## config.mk

```make
export PLATFORM = sky130hd
export DESIGN_NAME = tilt_axis_conditioner_core
export DESIGN_NICKNAME = d
export VERILOG_FILES = /design/src/hw/rtl/tac_pkg.sv /design/src/hw/rtl/tac_divider.sv /design/src/hw/rtl/tac_mul.sv /design/src/hw/rtl/tilt_axis_conditioner_core.sv
export VERILOG_INCLUDE_DIRS = /design/src /design/src/hw/rtl
export SDC_FILE = /design/constraint.sdc
export NUM_CORES = 1
export LEC_CHECK = 0
export BUFFER_PORTS_ARGS = -buffer_cell sky130_fd_sc_hd__buf_4
export CAP_MARGIN = 10
export CORE_MARGIN = 1
export CORE_UTILIZATION = 54
export CTS_BUF_LIST = sky130_fd_sc_hd__clkbuf_16
export DETAILED_ROUTE_END_ITERATION = 10
export GPL_TIMING_DRIVEN = 1
export PLACE_DENSITY = 0.69
export REMOVE_ABC_BUFFERS = 1
export SLEW_MARGIN = 15
export SYNTH_ARGS = -nofsm -noshare
export SYNTH_HDL_FRONTEND = slang
export SYNTH_HIERARCHICAL = 1
export SYNTH_SLANG_ARGS = --single-unit
```

## constraint.sdc

```tcl
create_clock -name clk_i -period 9.3 [get_ports clk_i]
set_input_delay 0.465 -clock clk_i [delete_from_list [all_inputs] [get_ports clk_i]]
set_output_delay 0.465 -clock clk_i [all_outputs]
set_load 0.02 [all_outputs]
```

## src/hw/rtl/tilt_axis_conditioner_core_macros.svh

```systemverilog
// Assertion macros for the tilt axis conditioner.
// Used by the RTL files that carry concurrent checks; no dependencies.
`ifndef TILT_AXIS_CONDITIONER_CORE_MACROS_SVH
`define TILT_AXIS_CONDITIONER_CORE_MACROS_SVH

// same-cycle implication
`define TAC_ASSERT_IMPL(label, clk, rst_n, ante, cons) \
  label: assert property (@(posedge clk) disable iff (!rst_n) (ante) |-> (cons)) \
    else $error("check failed");

// next-cycle implication
`define TAC_ASSERT_NEXT(label, clk, rst_n, ante, cons) \
  label: assert property (@(posedge clk) disable iff (!rst_n) (ante) |=> (cons)) \
    else $error("check failed");

`endif

```

## src/hw/rtl/tac_pkg.sv

```systemverilog
// Shared types and constants of the tilt axis conditioner.
// No dependencies.
package tac_pkg;

  localparam int unsigned QBITS = 15;
  localparam int unsigned CNT_W = $clog2(QBITS + 1);
  localparam logic [QBITS-1:0] QMAX = 15'd16384;

  typedef enum logic [2:0] {
    CFG_FULL_SCALE = 3'd0,
    CFG_DEADZONE   = 3'd1,
    CFG_GAIN       = 3'd2,
    CFG_ALPHA      = 3'd3,
    CFG_JUMP_LEVEL = 3'd4,
    CFG_DOWN_LEVEL = 3'd5,
    CFG_USE_Y      = 3'd6
  } cfg_index_e;

  typedef struct packed {
    logic             done;
    logic             ovf;
    logic [QBITS-1:0] quot;
  } div_res_t;

endpackage

```

## src/hw/rtl/tac_divider.sv

```systemverilog
// Radix-2 restoring divider: (mag * 2^14) / div, one quotient bit per cycle.
// Flags overflow when the quotient would not fit QBITS bits. Uses tac_pkg.
module tac_divider (
  input  logic              clk_i,
  input  logic              rst_ni,
  input  logic              start_i,
  input  logic [16:0]       mag_i,
  input  logic [15:0]       div_i,
  output tac_pkg::div_res_t res_o
);
  import tac_pkg::*;

  logic             busy_q, busy_d;
  logic [CNT_W-1:0] cnt_q, cnt_d;
  logic             done_q, done_d;
  logic [15:0]      r_q, d_q;
  logic [QBITS-1:0] bits_q, quo_q;
  logic             ovf_q;
  logic [16:0]      trial;
  logic             ge;

  assign trial = {r_q, bits_q[QBITS-1]};
  assign ge    = trial >= {1'b0, d_q};

  always_comb begin
    busy_d = busy_q;
    cnt_d  = cnt_q;
    done_d = 1'b0;
    if (start_i) begin
      busy_d = 1'b1;
      cnt_d  = CNT_W'(QBITS);
    end else if (busy_q) begin
      cnt_d = cnt_q - 1'b1;
      if (cnt_q == CNT_W'(1)) begin
        busy_d = 1'b0;
        done_d = 1'b1;
      end
    end
  end

  always_ff @(posedge clk_i or negedge rst_ni) begin
    if (!rst_ni) begin
      busy_q <= 1'b0;
      cnt_q  <= '0;
      done_q <= 1'b0;
    end else begin
      busy_q <= busy_d;
      cnt_q  <= cnt_d;
      done_q <= done_d;
    end
  end

  always_ff @(posedge clk_i) begin
    if (start_i) begin
      r_q    <= mag_i[16:1];
      bits_q <= {mag_i[0], {(QBITS-1){1'b0}}};
      d_q    <= div_i;
      quo_q  <= '0;
      ovf_q  <= mag_i >= {div_i, 1'b0};
    end else if (busy_q) begin
      r_q    <= ge ? 16'(trial - {1'b0, d_q}) : trial[15:0];
      bits_q <= {bits_q[QBITS-2:0], 1'b0};
      quo_q  <= {quo_q[QBITS-2:0], ge};
    end
  end

  assign res_o.done = done_q;
  assign res_o.ovf  = ovf_q;
  assign res_o.quot = quo_q;

endmodule

```

## src/hw/rtl/tac_mul.sv

```systemverilog
// Shared unsigned multiplier with registered product.
// No dependencies.
module tac_mul (
  input  logic        clk_i,
  input  logic        en_i,
  input  logic [16:0] a_i,
  input  logic [15:0] b_i,
  output logic [32:0] p_o
);

  logic [32:0] p_q;

  always_ff @(posedge clk_i) begin
    if (en_i) begin
      p_q <= 33'(a_i) * 33'(b_i);
    end
  end

  assign p_o = p_q;

endmodule

```

## src/hw/rtl/tilt_axis_conditioner_core.sv

```systemverilog
// Top level of the tilt axis conditioner: config registers, sequencer, output register.
// Depends on tac_pkg, tac_divider, tac_mul and the assertion macro header.
//
//  channel | handshake               | payload
//  in      | in_valid_i / in_stall_o | raw_x_i, raw_y_i, player_dead_i, exit_pending_i
//  out     | out_valid_o/out_stall_i | move_axis_o, jump/down press/release, first_input_o
//  cfg     | cfg_we_i                | cfg_index_i, cfg_data_i
//
// An item runs from acceptance to the output register through START, DIV, MUL and GAIN
// for each axis, then SMUL and SMOOTH when smoothing is on; divider and multiplier are shared.
// Suppressed items are accepted while idle and give no result.
// Reset is asynchronous and active low; no clearing pass.
// A waiting result holds the sequencer in its final step; no new item is taken meanwhile.
`include "tilt_axis_conditioner_core_macros.svh"

module tilt_axis_conditioner_core (
  input  logic               clk_i,
  input  logic               rst_ni,
  input  logic               cfg_we_i,
  input  logic [2:0]         cfg_index_i,
  input  logic [15:0]        cfg_data_i,
  input  logic               in_valid_i,
  output logic               in_stall_o,
  input  logic signed [15:0] raw_x_i,
  input  logic signed [15:0] raw_y_i,
  input  logic               player_dead_i,
  input  logic               exit_pending_i,
  output logic               out_valid_o,
  input  logic               out_stall_i,
  output logic signed [15:0] move_axis_o,
  output logic               jump_press_o,
  output logic               jump_release_o,
  output logic               down_press_o,
  output logic               down_release_o,
  output logic               first_input_o
);
  import tac_pkg::*;

  typedef enum logic [7:0] {
    S_IDLE   = 8'b0000_0001,
    S_START  = 8'b0000_0010,
    S_DIV    = 8'b0000_0100,
    S_MUL    = 8'b0000_1000,
    S_GAIN   = 8'b0001_0000,
    S_SMUL   = 8'b0010_0000,
    S_SMOOTH = 8'b0100_0000,
    S_OUT    = 8'b1000_0000
  } state_e;

  state_e state_q, state_d;

  logic [15:0]        full_scale_q, gain_q;
  logic [14:0]        deadzone_q, alpha_q;
  logic signed [15:0] jump_level_q, down_level_q;
  logic               use_y_q;

  always_ff @(posedge clk_i or negedge rst_ni) begin
    if (!rst_ni) begin
      full_scale_q <= 16'd16384;
      deadzone_q   <= 15'd1638;
      gain_q       <= 16'd4096;
      alpha_q      <= 15'd0;
      jump_level_q <= 16'sd8192;
      down_level_q <= -16'sd8192;
      use_y_q      <= 1'b1;
    end else if (cfg_we_i) begin
      unique case (cfg_index_i)
        CFG_FULL_SCALE: full_scale_q <= cfg_data_i;
        CFG_DEADZONE:   deadzone_q   <= cfg_data_i[14:0];
        CFG_GAIN:       gain_q       <= cfg_data_i;
        CFG_ALPHA:      alpha_q      <= cfg_data_i[14:0];
        CFG_JUMP_LEVEL: jump_level_q <= cfg_data_i;
        CFG_DOWN_LEVEL: down_level_q <= cfg_data_i;
        CFG_USE_Y:      use_y_q      <= cfg_data_i[0];
        default: ;
      endcase
    end
  end

  logic               axis_q, axis_d;
  logic signed [15:0] rx_q, ry_q;
  logic               neg_q;
  logic [QBITS-1:0]   mq_q;
  logic signed [15:0] x_q, y_q, s_q, mx_q;
  logic               jh_q, dh_q;
  logic               accept, suppress, out_load;

  logic signed [15:0] raw_sel;
  logic [16:0]        raw_mag;
  logic [15:0]        fs_eff;
  div_res_t           div_res;
  logic [QBITS-1:0]   qm, mq;

  logic [16:0]        mul_a;
  logic [15:0]        mul_b;
  logic [32:0]        prod;
  logic [QBITS-1:0]   gm, alpha_eff;
  logic signed [15:0] gs;
  logic signed [16:0] diff;
  logic [16:0]        diff_mag;
  logic [18:0]        dm;
  logic signed [19:0] delta, sum;
  logic signed [15:0] s_new;
  logic               want_jump, want_down;

  assign in_stall_o = state_q != S_IDLE;
  assign accept     = in_valid_i && !in_stall_o;
  assign suppress   = player_dead_i || exit_pending_i;
  assign out_load   = (state_q == S_OUT) && (!out_valid_o || !out_stall_i);

  assign raw_sel = axis_q ? ry_q : rx_q;
  assign raw_mag = raw_sel[15] ? 17'(-{raw_sel[15], raw_sel}) : 17'({raw_sel[15], raw_sel});
  assign fs_eff  = (full_scale_q == '0) ? 16'd1 : full_scale_q;

  tac_divider u_div (
    .clk_i  (clk_i),
    .rst_ni (rst_ni),
    .start_i(state_q == S_START),
    .mag_i  (raw_mag),
    .div_i  (fs_eff),
    .res_o  (div_res)
  );

  assign qm = (div_res.ovf || div_res.quot > QMAX) ? QMAX : div_res.quot;
  assign mq = (qm < deadzone_q) ? '0 : qm;

  assign alpha_eff = (alpha_q > QMAX) ? QMAX : alpha_q;
  assign diff      = 17'(x_q) - 17'(s_q);
  assign diff_mag  = diff[16] ? 17'(-diff) : 17'(diff);

  always_comb begin
    if (state_q == S_SMUL) begin
      mul_a = diff_mag;
      mul_b = {1'b0, alpha_eff};
    end else begin
      mul_a = {2'b0, mq_q};
      mul_b = gain_q;
    end
  end

  tac_mul u_mul (
    .clk_i(clk_i),
    .en_i (state_q == S_MUL || state_q == S_SMUL),
    .a_i  (mul_a),
    .b_i  (mul_b),
    .p_o  (prod)
  );

  assign gm = (prod[32:12] > 21'(QMAX)) ? QMAX : prod[26:12];
  assign gs = neg_q ? 16'(-{1'b0, gm}) : 16'({1'b0, gm});

  assign dm    = prod[32:14];
  assign delta = diff[16] ? 20'(-{1'b0, dm}) : 20'({1'b0, dm});
  assign sum   = 20'(s_q) + delta;
  always_comb begin
    if (sum > 20'sd16384) begin
      s_new = 16'sd16384;
    end else if (sum < -20'sd16384) begin
      s_new = -16'sd16384;
    end else begin
      s_new = sum[15:0];
    end
  end

  assign want_jump = y_q >= jump_level_q;
  assign want_down = y_q <= down_level_q;

  always_comb begin
    state_d = state_q;
    axis_d  = axis_q;
    unique case (state_q)
      S_IDLE:   if (accept && !suppress) begin
        state_d = S_START;
        axis_d  = 1'b0;
      end
      S_START:  state_d = S_DIV;
      S_DIV:    if (div_res.done) state_d = S_MUL;
      S_MUL:    state_d = S_GAIN;
      S_GAIN:   priority if (!axis_q) begin
        state_d = S_START;
        axis_d  = 1'b1;
      end else if (alpha_q != '0) begin
        state_d = S_SMUL;
      end else begin
        state_d = S_OUT;
      end
      S_SMUL:   state_d = S_SMOOTH;
      S_SMOOTH: state_d = S_OUT;
      S_OUT:    if (out_load) state_d = S_IDLE;
      default:  state_d = S_IDLE;
    endcase
  end

  always_ff @(posedge clk_i or negedge rst_ni) begin
    if (!rst_ni) begin
      state_q     <= S_IDLE;
      axis_q      <= 1'b0;
      s_q         <= '0;
      jh_q        <= 1'b0;
      dh_q        <= 1'b0;
      out_valid_o <= 1'b0;
    end else begin
      state_q <= state_d;
      axis_q  <= axis_d;
      if (state_q == S_SMOOTH) begin
        s_q <= s_new;
      end
      if (out_load) begin
        out_valid_o <= 1'b1;
        if (use_y_q) begin
          jh_q <= want_jump;
          dh_q <= want_down;
        end
      end else if (!out_stall_i) begin
        out_valid_o <= 1'b0;
      end
    end
  end

  always_ff @(posedge clk_i) begin
    if (accept) begin
      rx_q <= raw_x_i;
      ry_q <= raw_y_i;
    end
    if (state_q == S_START) begin
      neg_q <= raw_sel[15];
    end
    if (state_q == S_DIV && div_res.done) begin
      mq_q <= mq;
    end
    if (state_q == S_GAIN) begin
      if (axis_q) begin
        y_q <= gs;
      end else begin
        x_q  <= gs;
        mx_q <= gs;
      end
    end
    if (state_q == S_SMOOTH) begin
      mx_q <= s_new;
    end
    if (out_load) begin
      move_axis_o    <= mx_q;
      jump_press_o   <= use_y_q && want_jump && !jh_q;
      jump_release_o <= use_y_q && !want_jump && jh_q;
      down_press_o   <= use_y_q && want_down && !dh_q;
      down_release_o <= use_y_q && !want_down && dh_q;
      first_input_o  <= use_y_q && ((want_jump && !jh_q) || (want_down && !dh_q));
    end
  end

  `TAC_ASSERT_NEXT(a_start_after_accept, clk_i, rst_ni,
    accept && !suppress, state_q == S_START)
  `TAC_ASSERT_IMPL(a_div_done_in_div, clk_i, rst_ni,
    div_res.done, state_q == S_DIV)
  `TAC_ASSERT_IMPL(a_first_input_or, clk_i, rst_ni,
    out_valid_o, first_input_o == (jump_press_o || down_press_o))
  `TAC_ASSERT_IMPL(a_jump_one_pulse, clk_i, rst_ni,
    out_valid_o, !(jump_press_o && jump_release_o))
  `TAC_ASSERT_IMPL(a_move_range, clk_i, rst_ni,
    out_valid_o, move_axis_o <= 16'sd16384 && move_axis_o >= -16'sd16384)

endmodule

```

==> out/results.ini <==
[outcome]
status = finished, final reports clean

[clock_tree]
clock_latency_ps = 540
cts_max_path_buffers = 3
clock-sinks = 316
cts_tree = built
path_clk_slew_ps = 60
cts_buffers = 34
clockRootBuffer = clkbuf_16
htree_levels = 2

[sta]
fmax_ghz = 0.113
slew_violations = 0
post-route-period-util_pct = 95.3
holdWs_ps = 106
maxSlewHeadroom_pct = 22.5
min_period_ps = 8860
setup_viol = 0
finalHoldViolCount = 0
finalSetupTns_ps = 0
tightest_slew_ps = 1160
clock_skew_ps = 27.1

[detailed_routing]
first_pass_iters = 5
drt_iter0_drc = 1721
wirelength_um = 72200
ant_nets = 0
wl_per_cell_um = 20.6
vias_per_cell = 5.87
routed-via-count = 20600
drc_errors = 0

[grt]
antenna_found_initial = 0
grt_pass1_vias = 21500
grt_start_max_net_pins = 89
grt_pass1_wl_um = 116000
overflow = 0
grt_usage_pct = 29.3

[worst_setup_path]
worstPathMaxFanout = 16
arrival_ps = 9130
cpLargestDelayFamily = adder cells
crit_path_start = x_q[0]$_DFFE_PP_
cp_slowest_cell = fa_1
r2r-end = u_mul/p_o[32]$_DFFE_PP_
slowest_delay_ps = 560
path_buf_inv = 6
cp.required_ps = 9570
path_depth = 32
worstSetupEndpointType = flip-flop
regToRegSetupSlack_ps = 440
worstRegToRegCells = 32
cpMostUsedCell = fa_1
r2r-start = x_q[0]$_DFFE_PP_
crit_type = flip-flop to flip-flop
startpoint_type = flip-flop

[logic_synthesis]
yosysWarnings = 6
syn_inst = 2772
synth_area_per_cell_um2 = 9.78
syn_area_um2 = 27100

[die]
fp.dieW_um = 226
rows = 81
die-area_um2 = 51100
pin_count = 81
core_area_um2 = 49300
die_y_um = 226
start_util_pct = 55.0

[cells_and_area]
final_cells = 3500
layout.nets = 3304
largest_reg_flops = 21
utilization_pct = 60.0
drive_gt1_share_pct = 10.6
post-route-cell-area_um2 = 29500
area_delta_synth_final_pct = 8.94
num_antenna_cells = 0

[place]
dpl_cell_area_um2 = 28400
port_buffers = 80
numPlacedInstances = 3438
gp_congestion = 1.06
dp_hpwl_um = 55500

[power]
powerDensity_nw_per_um2 = 282
power.leakage_nw = 13.2
max-vdd-ir-drop_mv = 0.260

[flow_run]
cap_violations = 0

[min_path]
hold_path.class = input port to flip-flop
worst_hold_path.endpoint = rx_q[12]$_DFFE_PP_
hold_depth = 1
min_from = raw_x_i[12]

[metrics by stage]
step	worst slack [ps]	power [W]
2_1_floorplan	547	0.00565
3_3_place_gp	598	0.00681
3_5_place_dp	476	0.00697
4_1_cts	427	0.00830
5_1_grt	-16.1	0.00903
6_report	438	0.00833
[where the power goes]
| part | leakage [nW] | internal, W | switching, W |
|---|---|---|---|
| logic | 9.34 | 0.00195 | 0.00307 |
| registers | 3.30 | 0.00187 | 0.000136 |
| clock network | 0.570 | 0.000745 | 0.000558 |
| total | 13.2 | 0.00456 | 0.00377 |
[cell type report]
class	instances	area (um^2)
clock buffers	37	926
clock inverters	24	138
fillers	4316	19700
inverters	377	1420
multi-input cells	1960	16500
flip-flops and latches	316	8710
well taps	664	831
repair buffers	122	963
[worst reg2reg max path: cells and delay by family (launching register included)]
| family | cells | cell delay [ps] |
|---|---|---|
| compound gates | 10 | 2240 |
| xor+xnor | 3 | 390 |
| fa+ha+maj | 9 | 4040 |
| buf+inv | 6 | 560 |
| flops | 1 | 360 |
| simple gates | 4 | 990 |
[cells in the final DEF, fill, tap and decap left out, types with 24 or more instances in the layout]
master / n
a21o_1: 38
a21oi_1: 92
and2_1: 148
buf_4: 116
clkbuf_16: 37
dfrtp_1: 115
edfxtp_1: 172
fa_1: 211
ha_1: 224
inv_1: 387
mux2_2: 67
mux2i_1: 24
nand2_1: 323
nand2b_1: 33
nand3_1: 45
nand4_1: 27
nor2_1: 104
nor2b_1: 36
nor3_1: 26
o21ai_0: 120
xnor2_1: 73
xor2_1: 48
[layer usage]
metal / GRT usage (%) / routed length (um) / up-vias
li1: - / - / 9420
met1: 38.7 / 31100 / 10300
met2: 48.7 / 33900 / 705
met3: 4.29 / 4390 / 166
met4: 11.1 / 2800 / 0
met5: 0 / 0 / -
[timing repair]
action | CTS | global route
hold endpoints to repair | 36 | 0
setup endpoints to repair | 0 | 6
resized for setup | 0 | 6
hold buffers | 1 | 0
setup buffers | 0 | 0
[worst max path at each step]
stage / to / slack [ps]
3_5_place_dp: u_mul/p_o[28]$_DFFE_PP_ / 480
4_1_cts: u_mul/p_o[32]$_DFFE_PP_ / 430
3_3_place_gp: u_mul/p_o[28]$_DFFE_PP_ / 600
6_report: u_mul/p_o[32]$_DFFE_PP_ / 440
5_1_grt: u_mul/p_o[32]$_DFFE_PP_ / -20
2_1_floorplan: u_mul/p_o[32]$_DFFE_PP_ / 550
Power figures use the tool's default switching activity.
